File: src/hdl/dslc_pkg.sv
// shared types and constants of the dac sweep level calibrator
`default_nettype none

package dslc_pkg;

  localparam int ConverterBits = 12;
  localparam int MaxLevels     = 64;

  localparam int CodeW  = ConverterBits;
  localparam int LevelW = $clog2(MaxLevels);
  localparam int CountW = 7;
  localparam int GoalW  = CodeW + LevelW;
  localparam int TickW  = 16;
  localparam int CfgIdxW  = 3;
  localparam int CfgDataW = 16;

  localparam logic [CountW-1:0] MaxCount = CountW'(MaxLevels);

  typedef enum logic {
    MODE_START  = 1'b0,
    MODE_SAMPLE = 1'b1
  } mode_e;

  typedef enum logic [CfgIdxW-1:0] {
    CFG_START_CODE   = 3'd0,
    CFG_END_CODE     = 3'd1,
    CFG_STEP_COUNT   = 3'd2,
    CFG_SPACING      = 3'd3,
    CFG_SETTLE_HIT   = 3'd4,
    CFG_SETTLE_SRCH  = 3'd5,
    CFG_SETTLE_START = 3'd6
  } cfg_idx_e;

  typedef struct packed {
    logic [CodeW-1:0]  start_code;
    logic [CodeW-1:0]  end_code;
    logic [CountW-1:0] step_count;
    logic [CodeW-1:0]  spacing;
    logic [TickW-1:0]  settle_hit;
    logic [TickW-1:0]  settle_srch;
    logic [TickW-1:0]  settle_start;
  } cfg_t;

  typedef struct packed {
    mode_e            mode;
    logic             channel;
    logic [CodeW-1:0] sample;
  } item_t;

  typedef struct packed {
    logic              dac_write;
    logic [CodeW-1:0]  next_code;
    logic [TickW-1:0]  wait_ticks;
    logic              entry_valid;
    logic [LevelW-1:0] entry_step;
    logic [CodeW-1:0]  entry_code;
    logic [CodeW-1:0]  entry_reading;
    logic              finished;
    logic              active_channel;
  } result_t;

endpackage

`default_nettype wire

File: src/hdl/dslc_cfg_regs.sv
// configuration register file with reset defaults
`default_nettype none

module dslc_cfg_regs
  import dslc_pkg::*;
(
  input  wire                 clk_i,
  input  wire                 rst_ni,
  input  wire                 cfg_we_i,
  input  wire [CfgIdxW-1:0]   cfg_idx_i,
  input  wire [CfgDataW-1:0]  cfg_wdata_i,
  output cfg_t                cfg_o
);

  cfg_t cfg_q;

  always_ff @(posedge clk_i or negedge rst_ni) begin
    if (!rst_ni) begin
      cfg_q.start_code   <= CodeW'(1800);
      cfg_q.end_code     <= CodeW'(2500);
      cfg_q.step_count   <= CountW'(32);
      cfg_q.spacing      <= CodeW'(128);
      cfg_q.settle_hit   <= TickW'(150);
      cfg_q.settle_srch  <= TickW'(10);
      cfg_q.settle_start <= TickW'(2000);
    end else if (cfg_we_i) begin
      case (cfg_idx_e'(cfg_idx_i))
        CFG_START_CODE:   cfg_q.start_code   <= cfg_wdata_i[CodeW-1:0];
        CFG_END_CODE:     cfg_q.end_code     <= cfg_wdata_i[CodeW-1:0];
        CFG_STEP_COUNT:   cfg_q.step_count   <= cfg_wdata_i[CountW-1:0];
        CFG_SPACING:      cfg_q.spacing      <= cfg_wdata_i[CodeW-1:0];
        CFG_SETTLE_HIT:   cfg_q.settle_hit   <= cfg_wdata_i[TickW-1:0];
        CFG_SETTLE_SRCH:  cfg_q.settle_srch  <= cfg_wdata_i[TickW-1:0];
        CFG_SETTLE_START: cfg_q.settle_start <= cfg_wdata_i[TickW-1:0];
        default: ;
      endcase
    end
  end

  assign cfg_o = cfg_q;

endmodule

`default_nettype wire

File: src/hdl/dslc_sweep_core.sv
// sweep state registers and the per-beat crossing and step logic
`default_nettype none

module dslc_sweep_core
  import dslc_pkg::*;
(
  input  wire      clk_i,
  input  wire      rst_ni,
  input  wire      fire_i,
  input  item_t    item_i,
  input  cfg_t     cfg_i,
  output result_t  res_o
);

  logic              running_q, running_d;
  logic [CodeW-1:0]  code_q, code_d;
  logic [LevelW-1:0] level_q, level_d;
  logic [GoalW-1:0]  goal_q, goal_d;
  logic [CodeW-1:0]  prev_q, prev_d;
  logic              chan_q, chan_d;

  logic [GoalW-1:0]  prev_ext, curr_ext, prev_diff, curr_diff, goal_prod;
  logic [CountW-1:0] level_nxt, eff_count;
  logic [CodeW-1:0]  code_inc;
  logic              hit, advance, step_on;
  result_t           res;

  always_comb begin
    prev_ext  = GoalW'(prev_q);
    curr_ext  = GoalW'(item_i.sample);
    hit       = (prev_ext <= goal_q) && (curr_ext >= goal_q);
    prev_diff = goal_q - prev_ext;
    curr_diff = curr_ext - goal_q;
    level_nxt = CountW'(level_q) + CountW'(1);
    eff_count = (cfg_i.step_count > MaxCount) ? MaxCount : cfg_i.step_count;
    advance   = hit && (level_nxt < eff_count);
    step_on   = (!hit || advance) && (code_q < cfg_i.end_code);
    code_inc  = code_q + CodeW'(1);
    goal_prod = {{(GoalW-LevelW){1'b0}}, level_nxt[LevelW-1:0]}
              * {{LevelW{1'b0}}, cfg_i.spacing};

    running_d = running_q;
    code_d    = code_q;
    level_d   = level_q;
    goal_d    = goal_q;
    prev_d    = prev_q;
    chan_d    = chan_q;

    res                = '0;
    res.next_code      = code_q;
    res.active_channel = chan_q;

    if (item_i.mode == MODE_START) begin
      running_d          = 1'b1;
      level_d            = LevelW'(1);
      code_d             = cfg_i.start_code;
      goal_d             = GoalW'(cfg_i.spacing);
      prev_d             = '0;
      chan_d             = item_i.channel;
      res.dac_write      = 1'b1;
      res.next_code      = cfg_i.start_code;
      res.wait_ticks     = cfg_i.settle_start;
      res.active_channel = item_i.channel;
    end else if (running_q) begin
      if (hit) begin
        res.entry_valid = 1'b1;
        res.entry_step  = level_q;
        if (prev_diff > curr_diff) begin
          res.entry_code    = (code_q == '0) ? '0 : code_q - CodeW'(1);
          res.entry_reading = prev_q;
        end else begin
          res.entry_code    = code_q;
          res.entry_reading = item_i.sample;
        end
      end
      if (advance) begin
        level_d = level_nxt[LevelW-1:0];
        goal_d  = goal_prod;
      end
      if (step_on) begin
        code_d         = code_inc;
        res.dac_write  = 1'b1;
        res.next_code  = code_inc;
        res.wait_ticks = advance ? cfg_i.settle_hit : cfg_i.settle_srch;
      end else begin
        running_d    = 1'b0;
        res.finished = 1'b1;
      end
      prev_d = item_i.sample;
    end
  end

  always_ff @(posedge clk_i or negedge rst_ni) begin
    if (!rst_ni) begin
      running_q <= 1'b0;
      code_q    <= '0;
      level_q   <= LevelW'(1);
      goal_q    <= '0;
      prev_q    <= '0;
      chan_q    <= 1'b0;
    end else if (fire_i) begin
      running_q <= running_d;
      code_q    <= code_d;
      level_q   <= level_d;
      goal_q    <= goal_d;
      prev_q    <= prev_d;
      chan_q    <= chan_d;
    end
  end

  assign res_o = res;

endmodule

`default_nettype wire

File: src/hdl/dac_sweep_level_calibrator_unit.sv
// top level of the dac sweep level calibrator
// an accepted input beat is held in the input register, then its result in the result register
// throughput: one beat per cycle while the output is not stalled, set by the combinational sweep step
// between the input register and the result register
// reset: configuration returns to its defaults, the sweep is idle, no beat pending
`default_nettype none

module dac_sweep_level_calibrator_unit
  import dslc_pkg::*;
(
  input  wire                 clk_i,
  input  wire                 rst_ni,
  input  wire                 cfg_we_i,
  input  wire [CfgIdxW-1:0]   cfg_idx_i,
  input  wire [CfgDataW-1:0]  cfg_wdata_i,
  input  wire                 in_valid_i,
  output logic                in_ready_o,
  input  wire                 mode_i,
  input  wire                 channel_i,
  input  wire [CodeW-1:0]     sample_i,
  output logic                out_valid_o,
  input  wire                 out_ready_i,
  output logic                dac_write_o,
  output logic [CodeW-1:0]    next_code_o,
  output logic [TickW-1:0]    wait_ticks_o,
  output logic                entry_valid_o,
  output logic [LevelW-1:0]   entry_step_o,
  output logic [CodeW-1:0]    entry_code_o,
  output logic [CodeW-1:0]    entry_reading_o,
  output logic                finished_o,
  output logic                active_channel_o
);

  cfg_t    cfg;
  item_t   item_q;
  result_t res, res_q;
  logic    item_valid_q, out_valid_q;
  logic    in_fire, step_go;

  dslc_cfg_regs u_cfg (
    .clk_i       (clk_i),
    .rst_ni      (rst_ni),
    .cfg_we_i    (cfg_we_i),
    .cfg_idx_i   (cfg_idx_i),
    .cfg_wdata_i (cfg_wdata_i),
    .cfg_o       (cfg)
  );

  assign step_go    = item_valid_q && (!out_valid_q || out_ready_i);
  assign in_ready_o = !item_valid_q || step_go;
  assign in_fire    = in_valid_i && in_ready_o;

  always_ff @(posedge clk_i or negedge rst_ni) begin
    if (!rst_ni) begin
      item_valid_q <= 1'b0;
      out_valid_q  <= 1'b0;
    end else begin
      if (in_fire) begin
        item_valid_q <= 1'b1;
      end else if (step_go) begin
        item_valid_q <= 1'b0;
      end
      if (step_go) begin
        out_valid_q <= 1'b1;
      end else if (out_ready_i) begin
        out_valid_q <= 1'b0;
      end
    end
  end

  // payload registers
  always_ff @(posedge clk_i) begin
    if (in_fire) begin
      item_q.mode    <= mode_e'(mode_i);
      item_q.channel <= channel_i;
      item_q.sample  <= sample_i;
    end
    if (step_go) begin
      res_q <= res;
    end
  end

  dslc_sweep_core u_core (
    .clk_i  (clk_i),
    .rst_ni (rst_ni),
    .fire_i (step_go),
    .item_i (item_q),
    .cfg_i  (cfg),
    .res_o  (res)
  );

  assign out_valid_o      = out_valid_q;
  assign dac_write_o      = res_q.dac_write;
  assign next_code_o      = res_q.next_code;
  assign wait_ticks_o     = res_q.wait_ticks;
  assign entry_valid_o    = res_q.entry_valid;
  assign entry_step_o     = res_q.entry_step;
  assign entry_code_o     = res_q.entry_code;
  assign entry_reading_o  = res_q.entry_reading;
  assign finished_o       = res_q.finished;
  assign active_channel_o = res_q.active_channel;

endmodule

`default_nettype wire

File: config.mk
export PLATFORM = sky130hd
export DESIGN_NAME = dac_sweep_level_calibrator_unit
export DESIGN_NICKNAME = d
export VERILOG_FILES = /design/src/hdl/dslc_pkg.sv /design/src/hdl/dslc_cfg_regs.sv /design/src/hdl/dslc_sweep_core.sv /design/src/hdl/dac_sweep_level_calibrator_unit.sv
export SDC_FILE = /design/constraint.sdc
export NUM_CORES = 1
export LEC_CHECK = 0
export ABC_AREA = 0
export ABC_CLOCK_PERIOD_IN_PS = 5000
export BUFFER_PORTS_ARGS = -buffer_cell sky130_fd_sc_hd__buf_2
export CORE_ASPECT_RATIO = 0.7
export CORE_MARGIN = 3
export CORE_UTILIZATION = 50
export CTS_CLUSTER_SIZE = 20
export DETAILED_ROUTE_END_ITERATION = 8
export GPL_ROUTABILITY_DRIVEN = 0
export PLACE_DENSITY_LB_ADDON = 0.2
export SYNTH_ARGS = -nofsm -noshare
export SYNTH_HDL_FRONTEND = slang
export SYNTH_SLANG_ARGS = --single-unit
export TNS_END_PERCENT = 50
File: constraint.sdc
create_clock -name clk_i -period 5 [get_ports clk_i]
set_clock_uncertainty 0.15 [all_clocks]
set_input_delay 0.5 -clock clk_i [delete_from_list [all_inputs] [get_ports clk_i]]
set_output_delay 0.5 -clock clk_i [all_outputs]
set_load 0.01 [all_outputs]
=== After elaboration in Yosys (flattened, before gate mapping) ===
Cells that the tools add are included.

* Add/subtract/negate cells: 5
* $mul: 1
* Magnitude comparators: 6
* Equality and inequality tests: 9
* Muxes and demuxes: 28
* Reduce and logical (&&, ||, !) cells: 27

{| class="wikitable"
|+ Operators by type and width
! cell !! count
|-
| $mux 12 || 6
|-
| $mux 61 || 1
|-
| $mux 18 || 3
|-
| $mux 31 || 1
|-
| $mux 29 || 1
|-
| $mux 28 || 1
|-
| $mux 24 || 1
|-
| $ge 12x18->1 || 1
|-
| $gt 18x18->1 || 1
|-
| $le 12x18->1 || 1
|-
| $mul 6x12->18 || 1
|-
| $mux 6 || 3
|-
| $reduce_and 2->1 || 9
|-
| $sub 12x18->18 || 1
|-
| $sub 18x12->18 || 1
|-
| $mux 16 || 1
|-
| $add 12x1->12 const B || 1
|-
| $logic_not 12->1 || 1
|-
| $lt 12x12->1 || 1
|-
| $sub 12x1->12 const B || 1
|-
| $eq 3x3->1 const B || 3
|-
| $mux 1 || 9
|-
| $reduce_and 3->1 || 3
|-
| $add 6x1->7 const B || 1
|-
| other kinds (11) || 23
|}

* Register bits: 219
* Bits of input ports: 38
* Output and inout port bits: 64
* Logic and storage cells: 103

=== Depth between registers and ports, before layout ===
Gate-level depths: netlist (run 1).

* Word-level depth: 9
* Gate-level depth with buffers: 21
* Mapped depth without buffers: 20

=== Modules after synthesis ===
Synthesis (run 1) repeated with hierarchy kept, for this count alone.

* Cell total of the unflattened synthesis: 1348
* Area total of the unflattened synthesis: 14082.3 µm²

{| class="wikitable"
|+ Modules (own cells, without submodules)
! module !! instances !! cells each !! area each (µm²) !! seq. area each (µm²)
|-
| dslc_sweep_core || 1 || 1067 || 8227.9 || 1252.5
|-
| dslc_cfg_regs || 1 || 197 || 3468.3 || 2306.0
|-
| dac_sweep_level_calibrator_unit || 1 || 84 || 2386.0 || 2332.2
|}

=== Least setup slack after synthesis (run 1) ===
OpenSTA, ideal clock, no wires.

* Path kind: register to register
* Start: register u_core.level_q[0]
* End: register u_core.goal_q[16]
* Library setup time: 121 ps
* Arrival: 4935 ps
* Required time: 4729 ps
* Slack: -206 ps
* Cell stages (with the launch flop): 20
* Buffers on the path: 1
* Clock period less this slack: 5206 ps
* Path through: dfstp_2 and3_1 nand3_1 xnor2_1 clkbuf_1 and2_1 fa_1 fa_1 inv_1 fa_1 inv_1 ha_1 and3_1 a221oi_1 a21oi_1 o21a_1 o41a_1 a31oi_1 xnor2_1 a22o_1

* Word-level cells in the longest chain between the ends: 5
* Elaborated cells on any way between the ends: 9
* Classes of those cells: add/sub (1); mul (1); order compare (1); eq/ne (1); mux (3); reduce/logical (2)

{| class="wikitable"
|+ Ends and longest elaborated chain
! item !! RTL line !! text
|-
| start, declared || dslc_sweep_core.sv:17 || <nowiki>logic [LevelW-1:0] level_q, level_d;</nowiki>
|-
| start signal, assigned || dslc_sweep_core.sv:97 || <nowiki>level_q <= LevelW'(1);</nowiki>
|-
| start signal, assigned || dslc_sweep_core.sv:104 || <nowiki>level_q <= level_d;</nowiki>
|-
| $add 6x1->7 * || dslc_sweep_core.sv:34 || <nowiki>level_nxt = CountW'(level_q) + CountW'(1);</nowiki>
|-
| $mul 6x12->18 / $lt 7x7->1 (equally long branches) || dslc_sweep_core.sv:40, dslc_sweep_core.sv:36 ||
|-
| $mux 18 / $logic_and 1x1->1 (equally long branches) || dslc_sweep_core.sv:76, dslc_sweep_core.sv:36 ||
|-
| $mux 18 / $ne 2x1->1 (equally long branches) || n/a ||
|-
| $mux 18 / $reduce_and 3->1 (equally long branches) || n/a ||
|-
| end signal, assigned || dslc_sweep_core.sv:105 || <nowiki>goal_q <= goal_d;</nowiki>
|-
| end, declared || dslc_sweep_core.sv:18 || <nowiki>logic [GoalW-1:0] goal_q, goal_d;</nowiki>
|}

Every way passes the cells marked *; elsewhere a longest branch is shown, timed or not. The select of a mux whose other input is x is not followed.
A chain may end at the register's enable or synchronous reset.

=== Worst setup path in the final report (run 1) ===
Same ends and word-level chain as after synthesis.

==> qor.yml, run 1 <==
synth_cells: 1297
critPathArrivalTime_ns: 5.30
ys_async_sr_fraction: 0.653
critPathMaxFanout: 6
syn_avg_cell_area_um2: 10.6
cts_tree: "built"
critPathKind: "register to register"
start_util: 0.512
crit_path_end_kind: "register"
wl_per_cell_um: 18.5
dr_total_vias: 10000
drc_errors: 0
r2r_slack_ns: -0.05
min_period_ns: 5.05
synth_edf_count: 76
worstHoldStart: "sample_i[11]"
nNetsFinal: 1612
coreArea_mm2: 0.0269
root_buffer: "clkbuf_16"
r2r-start: "u_core.level_q[0]"
dp.cells: 1757
cap_violations: 0
overflow: 0
period_share: 1.01
setup_viol: 2
min_path_cells: 1
antenna_found_initial: 0
final_cell_count_no_fill: 1824
fin_ws_ns: -0.0471
area_growth_pct: 17.6
hold_viol: 0
drtIter0Drc: 638
synth_top_flop_cell: "dfrtp_1"
slew_headroom: 0.208
cellLeakagePower_nw: 7.18
cp-start-kind: "register"
final_antenna_net_count: 0
ir_drop_uv: 299
slew_violations: 0
fmax_mhz: 198
cts_made_buffers: 23
p_per_area_mw_per_mm2: 634
clock_latency_ns: 0.52
grt_pass1_vias: 9428
clockBufferDepth: 3
vias_per_cell: 5.50
die_y_um: 145
fin_util: 0.602
synth-seq-cells: 219
hp-class: "primary input to register"
antennaDiodeCount: 0
ys_top_cells_by_area: "dfrtp_1, edfxtp_1, ha_1"
synth_seq_area_share: 0.428
syn-num-nets: 1466
io_buffers: 101
grt_start_max_net_pins: 70
critPathRequiredTime_ns: 5.25
die_area_mm2: 0.0296
status: "finished with violations"
worstReg2RegEnd: "u_core.goal_q[16]"
fillers: 2260
drive_gt1_frac: 0.260
dp_hpwl_um: 24600
rows: 50
reg2reg_depth: 18
grtUsageTotal: 0.225
wl_um: 33700
grt_pass1_wl_um: 53000
worst_pin_slew_ns: 1.18
synth_cell_types: 76
netlist.top_cell.by_area: "dfrtp_1"
drt_pass1_iterations: 5
violations: "setup timing"
ctsHtreeMaxLevel: 1
path_clk_slew_ns: 0.06
cts_sinks: 219
syn_area_mm2: 0.0138
rsz0062_at_grt: "true"
die_width_um: 204
yosysWarningCount: 0
synth_top_cell_area_share: 0.216
min_delay_worst_endpoint: "item_q[11]"
num_io_pins: 102
-- worst max-delay path by stage --
| stage | from | end | slack (ns) | cells after the start |
|---|---|---|---|---|
| floorplan | u_core.level_q[0] | u_core.goal_q[16] | 0.01 | 18 |
| global placement | u_core.goal_q[1] | entry_reading_o[5] | -0.14 | 18 |
| detailed placement | u_core.goal_q[1] | entry_reading_o[5] | -0.19 | 18 |
| CTS | u_core.level_q[0] | u_core.goal_q[16] | -0.07 | 17 |
| global route | u_core.level_q[0] | u_core.goal_q[16] | -0.20 | 19 |
| finish | u_core.level_q[0] | u_core.goal_q[16] | -0.05 | 18 |
-- worst max-delay path, cell delays in order, from the launching register on --
cell and delay [ns]:
dfstp_2 0.59, and3_4 0.21, nand3_4 0.10, xnor2_4 0.34, and2_4 0.20, fa_1 0.43, fa_1 0.56, inv_2 0.04
fa_1 0.54, inv_2 0.05, ha_4 0.20, o21a_1 0.19, o21ai_2 0.17, a21oi_2 0.05, o21a_1 0.21, o41a_1 0.39
a31oi_1 0.22, xnor2_1 0.09, a22o_1 0.19
-- state kept, by name, indices dropped and copies added (netlist names), 14 cells and up --
register and count:
u_cfg.cfg_o 91, u_core.goal_q 18, wait_ticks_o 16, item_q 14
-- report_power, final --
group | switching, mW | leakage, nW | internal, mW
clock | 0.723 | 0.371 | 0.983
sequential | 0.431 | 2.46 | 2.34
combinational | 3.14 | 4.34 | 2.66
total | 4.29 | 7.18 | 5.98
-- per-layer routing --
metal / track usage / share of wire
met1: 0.360 / 0.50
met2: 0.330 / 0.42
met3: 0.0262 / 0.055
met4: 0.0423 / 0.017
met5: 0 / 0
-- area by class of cell --
class	count	area, um^2	area share
multi-input cells	913	7540	0.466
well taps	364	455	0.0281
repair buffers	177	1130	0.0695
flip-flops and latches	219	5890	0.364
inverters	109	412	0.0254
clock inverters	14	120	0.00742
clock buffers	28	647	0.0399
-- cell families (layout without fill, tap and decap cells) --
group,Yosys count,in the layout,share of synthesized area
AOI/OAI and AO/OA,214,214,0.104
and+or+nand+nor,377,377,0.136
buffers and inverters,165,328,0.0483
xor gates and xnor gates,64,64,0.0407
adders and majority gates,131,131,0.143
muxes,127,127,0.100
DFF,219,219,0.428
-- cell usage after synthesis, drive strengths merged, types with 8 or more instances --
| master | number |
|---|---|
| ha | 88 |
| xor2 | 26 |
| dfstp | 24 |
| o21a | 10 |
| nand4 | 8 |
| o2bb2ai | 16 |
| dfrtp | 119 |
| inv | 109 |
| xnor2 | 38 |
| mux2i | 44 |
| nor2b | 12 |
| nand2b | 12 |
| mux2 | 83 |
| nand2 | 121 |
| fa | 43 |
| edfxtp | 76 |
| nand3 | 40 |
| buf | 20 |
| nor3 | 20 |
| o22ai | 9 |
| o21ai | 63 |
| a21oi | 46 |
| and2 | 51 |
| nor2 | 73 |
| a21o | 17 |
| clkbuf | 36 |
-- cell usage in the layout (no fill, tap or decap), types with 25 or more instances in the layout --
master     count
edfxtp_1      76
a21oi_1       44
and2_1        45
nor2_1        71
ha_1          79
xnor2_1       35
o21ai_0       45
nand3_1       37
clkbuf_16     25
mux2_2        82
buf_2        101
nand2_1      117
dfrtp_1      117
buf_4         59
fa_1          43
xor2_1        26
inv_1        102
mux2i_1       44
-- timing repair --
action / CTS / global route
pin swaps: 1 / 47
hold buffers: 11 / 0
resized for setup: 4 / 54
setup endpoints to repair: 17 / 33
setup buffers: 1 / 12
hold endpoints to repair: 48 / 0
gates cloned: 0 / 1
-- metrics by stage --
step / setup TNS [ns] / cell area [um^2] / total power [mW] / hold slack (ns) / setup WS (ns)
after global placement: -1.08 / 14900 / 7.92 / 0.335 / -0.144
after global routing: -0.412 / 16200 / 11.1 / 0.00497 / -0.204
after floorplan: 0 / 13800 / 6.59 / 0.0544 / 0.0102
after CTS: -0.0695 / 15800 / 9.90 / 0.00608 / -0.0695
after detailed placement: -1.87 / 14900 / 8.06 / 0.340 / -0.193
final: -0.0597 / 16200 / 10.3 / 0.0217 / -0.0471
No activity file was read; power rests on OpenSTA's default activity.
==> run 2, diff against run 1 <==
- ABC_AREA: 0 -> 1
- CELL_PAD_IN_SITES_DETAIL_PLACEMENT: unset -> 0
- CELL_PAD_IN_SITES_GLOBAL_PLACEMENT: unset -> 1
- CORE_UTILIZATION: 50 -> 42
==> run 2 against run 1 <==
The run now ends clean. Critical path depth is 4 higher. Clock power is 5% higher. Worst hold slack better by 0.013 ns.
==> qor.yml, run 2 <==
status: "finished, final reports clean"
internal-power_mw: 5.20  # -13%
period_share: 0.952  # -0.0578
cp-start-kind: "register"
seq_power_share: 0.285  # +0.015
antenna_found_initial: 0  # unchanged
rows: 54  # +8.0%
dr_total_vias: 11300  # +13%
synth_cell_types: 44  # -42%
rsz0062_at_grt: "true"
slew_violations: 0  # unchanged
mostFrequentLayoutCell: "nand2_1"
drt_pass1_iterations: 5  # unchanged
p_per_area_mw_per_mm2: 617  # -2.7%
swShare: 0.461  # +0.0434
antennaDiodeCount: 0  # unchanged
drc_errors: 0  # unchanged
ys_async_sr_fraction: 0.653  # unchanged
p_clk_frac: 0.185  # +0.019
die_area_mm2: 0.0351  # +19%
ys_top_cells_by_area: "dfrtp_1, edfxtp_1, nand2_1"
syn_avg_cell_area_um2: 8.20  # -23%
critPathRequiredTime_ns: 5.26  # about the same
drtIter0Drc: 994  # +56%
layout_common_cells: "nand2_1, inv_1, o21ai_0"
root_buffer: "clkbuf_16"
p_total_mw: 9.66  # -5.9%
critPathMaxFanout: 6  # unchanged
critPathArrivalTime_ns: 5.02  # -0.28 ns
crit_path_end_kind: "register"
netlist.top_cell.by_area: "dfrtp_1"
slew_headroom: 0.301  # +0.0927
synth_edf_count: 76  # unchanged
hold_viol: 0  # unchanged
grt_pass1_wl_um: 59400  # +12%
critPathKind: "register to register"
synth_seq_area_share: 0.427  # -0.00116
grtUsageTotal: 0.213  # -0.0119
syn_area_mm2: 0.0138  # +0.27%
hp-class: "primary input to register"
grt_pass1_vias: 10300  # +9.3%
nNetsFinal: 1955  # +21%
cellLeakagePower_nw: 7.60  # +5.9%
drive_gt1_frac: 0.118  # -0.142
ctsHtreeMaxLevel: 1  # unchanged
dp_hpwl_um: 28200  # +14%
die_y_um: 158  # +8.9%
syn-num-nets: 1852  # +26%
area_growth_pct: 13.4
die_width_um: 223  # +9.0%
cts_sinks: 219  # unchanged
synth_top_flop_cell: "dfrtp_1"
min_period_ns: 4.76  # -0.289 ns
grt_start_max_net_pins: 64  # -8.6%
wl_per_cell_um: 16.9  # -8.6%
p_comb_frac: 0.530  # -0.034
cap_violations: 0  # unchanged
setup_viol: 0  # -2
path_clk_slew_ns: 0.06  # about the same
synth-seq-cells: 219  # unchanged
ir_drop_uv: 499  # +67%
clockBufferDepth: 3  # unchanged
start_util: 0.435  # -0.0771
wl_um: 37600  # +11%
io_buffers: 101  # unchanged
final_antenna_net_count: 0  # unchanged
overflow: 0  # unchanged
vias_per_cell: 5.10  # -7.4%
synth_cells: 1683  # +30%
clock_latency_ns: 0.53  # about the same
p_sw_mw: 4.46  # +3.9%
yosysMostFrequentCell: "nand2_1"
cts_made_buffers: 24  # +4.3%
worst_pin_slew_ns: 1.05  # -0.130 ns
fin_tns_setup_ns: 0  # +0.0597 ns
num_io_pins: 102  # unchanged
cts_tree: "built"
synthTopCellsByCount: "nand2_1, inv_1, o21ai_0"
coreArea_mm2: 0.0318  # +18%
yosysWarningCount: 0  # unchanged
largest_reg_flops: 91  # unchanged
fmax_mhz: 210  # +6.1%
synth_top_cell_area_share: 0.216  # -0.000588
## run 2: cell types whose count changed after synthesis, moves of 11 or more
cell       before  now
a21o_1         17    1
inv_1         108  249
mux2i_1        44    0
mux2_2         82    0
nor2_1         72  135
a21oi_1        46   76
nand2_1       120  432
o21ai_0        50  187
xnor2_1        38   15
nand3_1        39   64
nor2b_1        12    0
and2_1         51    0
o2bb2ai_1      16    0
nand2b_1       11    0
## run 2: repair_timing
item,in CTS,in global routing
setup buffers,0,2
hold endpoints to repair,60,0
hold buffers,12,0
setup endpoints to repair,0,12
resized for setup,0,12
## run 2: through the flow
step / hold WS (ns) / instance area [um^2] / setup slack, ns / instances / utilization
2_1_floorplan: 0.0544 / 13800 / 0.262 / 1683 / -
3_3_place_gp: 0.311 / 14700 / 0.195 / 2166 / 0.463
3_5_place_dp: 0.318 / 14700 / 0.105 / 2166 / 0.463
4_1_cts: 0.00952 / 15600 / 0.0726 / 2222 / 0.492
5_1_grt: 0.0115 / 15700 / -0.0711 / 2224 / 0.493
6_report: 0.0351 / 15700 / 0.242 / 2224 / 0.493
## run 2: cells by family after synthesis
logic type               synth area share
AND/OR/NAND/NOR                     0.197
AO/OA/AOI/OAI                       0.118
buffers and inverters              0.0886
flip-flops                          0.427
adder cells (fa/ha/maj)             0.142
XOR/XNOR                           0.0279
## run 2: layout make-up
class | instances | area [um^2]
clock inverters | 11 | 86.3
multi-input cells | 1156 | 6720
well taps | 420 | 526
flip-flops and latches | 219 | 5890
inverters | 254 | 953
repair buffers | 131 | 767
clock buffers | 33 | 717
fillers | 3163 | 16100
## run 2: final timing paths
check                                  start           endpoint  slack, ns  cells past startpoint
hold reg to reg              u_cfg.cfg_o[23]    u_cfg.cfg_o[23]       0.33                      2
max in group asynchronous             rst_ni    u_cfg.cfg_o[35]       3.25                      3
min in group asynchronous             rst_ni   u_core.code_q[8]       0.36                      2
setup / recovery           u_core.level_q[0]  u_core.goal_q[10]       0.24                     22
hold / removal                     channel_i         item_q[12]       0.04                      1
setup reg to reg           u_core.level_q[0]  u_core.goal_q[10]       0.24                     22
## run 2: layer usage
metal / global-route usage / part of all wire / vias to the layer above
li1: - / - / 5611
met1: 0.354 / 0.53 / 5379
met2: 0.288 / 0.39 / 307
met3: 0.0378 / 0.063 / 35
met4: 0.0339 / 0.013 / 0
met5: 0 / 0 / -
## run 2: critical path, stage by stage, from the launching register on
cell and delay, ns:
dfstp_2 0.57, ha_1 0.17, nand2_1 0.07, o21ai_0 0.21, nand2_2 0.16, inv_2 0.12, nand2_1 0.08, fa_1 0.51
fa_1 0.52, fa_1 0.54, inv_1 0.04, ha_1 0.34, nand3_1 0.10, nand3_2 0.11, a21oi_2 0.18, inv_1 0.07
nand2_1 0.08, nand2_1 0.06, or2_2 0.27, nand3_1 0.07, o21ai_0 0.09, nand2_1 0.10, nand2_1 0.05
## run 2: power by group through the flow
stage                     registers, mW  logic [mW]  clock network (mW)
after floorplan                    2.64        3.81                   0
final                              2.75        5.12                1.79
after CTS                          2.74        5.12                1.83
after global placement             2.77        5.04                   0
after global routing               2.80        5.88                1.92
after detailed placement           2.78        5.08                   0
==> run 3, diff against run 2 <==
- ABC_CLOCK_PERIOD_IN_PS: 5000 -> 5300
- BUFFER_PORTS_ARGS: -buffer_cell sky130_fd_sc_hd__buf_2 -> unset
- CORE_UTILIZATION: 42 -> 49
- DONT_BUFFER_PORTS: unset -> 1
- clock period: 5 -> 5.3 ns (I/O delays scaled with it)
==> run 3 against run 2 <==
Worst hold slack improved by 0.0011 ns. Wire length fell by 5.9%. First-iteration DRC count fell by 13%. Core utilization increased by 5.6 points. Design area fell by 4.5%. Critical path type unchanged. Die area down 14%. Power is 9.4% lower. Non-clock buffer count is 104 lower. Clock power shrank 15%. Sequential cell count unchanged. Register-to-register slack improved by 0.11 ns. Largest cell class unchanged.
==> qor.yml, run 3 (synthesis gave the netlist of run 2 again) <==
drt_pass1_iterations: 6  # +1
period_share: 0.933  # -0.0181
dp_hpwl_um: 26400  # -6.4%
swShare: 0.467  # +0.00587
worstHoldStart: "in_valid_i"
min_delay_worst_endpoint: "item_valid_q"
grt_start_max_net_pins: 144  # +130%
critPathRequiredTime_ns: 5.56  # +0.30 ns
place_area_mm2: 0.0141  # -4.2%
largest_reg_flops: 91  # unchanged
die_width_um: 207  # -7.2%
final_cell_count_no_fill: 2060  # -7.4%
critPathKind: "register to register"
worstReg2RegEnd: "u_core.goal_q[10]"
p_sw_mw: 4.09  # -8.3%
num_io_pins: 102  # unchanged
cts_made_buffers: 22  # -8.3%
slew_headroom: 0.205  # -0.0953
area_growth_pct: 8.27
seq_power_share: 0.305  # +0.020
start_util: 0.507  # +0.0726
r2r-start: "u_core.level_q[0]"
cellLeakagePower_nw: 7.11  # -6.4%
whs_ns: 0.0362  # +0.00107 ns
slowest_delay_ns: 0.69  # +0.12 ns
hp-class: "primary input to register"
grtUsageTotal: 0.235  # +0.0219
drtIter0Drc: 864  # -13%
fin_ws_ns: 0.353  # +0.111 ns
post_cts_resized: 0  # unchanged
fin_util: 0.549  # +0.0561
critPathArrivalTime_ns: 5.20  # +0.18 ns
die_area_mm2: 0.0303  # -14%
layout_common_cells: "nand2_1, inv_1, o21ai_0"
worst-path-buf-inv: 6  # +3
crit_path_end_kind: "register"
setup_viol: 0  # unchanged
p_per_area_mw_per_mm2: 585  # -5.1%
cp-start-kind: "register"
critPathMaxFanout: 12  # +6
worst_pin_slew_ns: 1.19  # +0.143 ns
grt_pass1_vias: 9937  # -3.5%
ctsHtreeMaxLevel: 1  # unchanged
mostFrequentLayoutCell: "nand2_1"
antenna_found_initial: 0  # unchanged
root_buffer: "clkbuf_16"
slew_violations: 0  # unchanged
antennaDiodeCount: 0  # unchanged
final_area_mm2: 0.0149  # -4.5%
overflow: 0  # unchanged
rows: 50  # -7.4%
drc_errors: 0  # unchanged
ir_drop_uv: 279  # -44%
wl_per_cell_um: 17.2  # +1.6%
final_antenna_net_count: 0  # unchanged
hold_viol: 0  # unchanged
grt_pass1_wl_um: 56400  # -5.0%
dr_total_vias: 10900  # -3.4%
fin_tns_setup_ns: 0  # unchanged
clockBufferDepth: 3  # unchanged
nNetsFinal: 1849  # -5.4%
p_clk_frac: 0.174  # -0.011
crit_family: "adder cells"
p_comb_frac: 0.520  # -0.010
vias_per_cell: 5.32  # +4.3%
die_y_um: 146  # -7.1%
internal-power_mw: 4.66  # -10%
cts_sinks: 219  # unchanged
min_period_ns: 4.95  # +0.189 ns
status: "finished, final reports clean"
cpMostUsedCell: "nand2_1"
cts_tree: "built"
clock_latency_ns: 0.52  # about the same
wl_um: 35400  # -5.9%
cap_violations: 0  # unchanged
r2r_slack_ns: 0.35  # +0.11 ns
path_cells: "ha_1 -> nand2_1 -> inv_1 -> nand3_1 -> nand2_1 -> buf_4 -> nor2_1 -> fa_1 -> fa_1 -> inv_1 -> fa_1 -> inv_1 -> ha_1 -> nand2_1 -> inv_1 -> a21oi_1 -> inv_1 -> nand2_1 -> nand2_1 -> or2_2 -> nand3_1 -> o21ai_0 -> nand2_1 -> nand2_1"
drive_gt1_frac: 0.0525  # -0.0650
p_total_mw: 8.75  # -9.4%
coreArea_mm2: 0.0272  # -14%
cp_slowest_cell: "dfstp_2"
min_path_cells: 2  # +1
path_clk_slew_ns: 0.06  # about the same
pre_cts_ws_ns: 0.413  # +0.308 ns
io_buffers: 0  # -100%
dp.cells: 2004  # -7.5%
fmax_mhz: 202  # -3.8%
rsz0062_at_grt: "false"
reg2reg_depth: 24  # +9.1%
## run 3: worst max-delay path by stage
stage | endpoint | depth (start not counted) | from
after floorplan | u_core.goal_q[10] | 22 | u_core.level_q[0]
after CTS | u_core.goal_q[10] | 23 | u_core.level_q[0]
after detailed placement | u_core.goal_q[10] | 24 | u_core.level_q[0]
final | u_core.goal_q[10] | 24 | u_core.level_q[0]
after global placement | u_core.goal_q[10] | 23 | u_core.level_q[0]
after global routing | u_core.goal_q[10] | 24 | u_core.level_q[0]
## run 3: worst register-to-register path, stage by stage (launching register included)
cell and delay [ns]:
dfstp_2 0.69, ha_1 0.22, nand2_1 0.07, inv_1 0.08, nand3_1 0.09, nand2_1 0.12, buf_4 0.19, nor2_1 0.08
fa_1 0.49, fa_1 0.55, inv_1 0.06, fa_1 0.52, inv_1 0.04, ha_1 0.36, nand2_1 0.08, inv_1 0.05
a21oi_1 0.22, inv_1 0.09, nand2_1 0.09, nand2_1 0.06, or2_2 0.27, nand3_1 0.06, o21ai_0 0.08, nand2_1 0.08
nand2_1 0.06
## run 3: area by class of cell
type | instances | area, um^2
multi-input cells | 1156 | 6690
inverters | 254 | 953
repair buffers | 27 | 260
well taps | 364 | 455
clock inverters | 4 | 30.0
clock buffers | 36 | 664
fillers | 2559 | 12300
flip-flops and latches | 219 | 5890
## run 3: layer usage
metal | vias up | global-route usage | part of all wire
li1 | 5409 | - | -
met1 | 5178 | 0.404 | 0.53
met2 | 333 | 0.313 | 0.39
met3 | 29 | 0.0341 | 0.062
met4 | 0 | 0.0346 | 0.011
met5 | - | 0 | 0
## run 3: what timing repair did
item                                    CTS  global route
hold endpoints to repair                157             0
hold buffers                             16             0
setup buffers                             0             0
endpoints found under the setup margin    0             0
## run 3: power groups by stage
stage	Combinational (mW)	Clock, mW	Sequential (mW)
2_1_floorplan	3.59	0	2.49
4_1_cts	4.55	1.55	2.67
3_3_place_gp	4.44	0	2.68
5_1_grt	5.26	1.62	2.72
6_report	4.55	1.52	2.67
3_5_place_dp	4.49	0	2.70
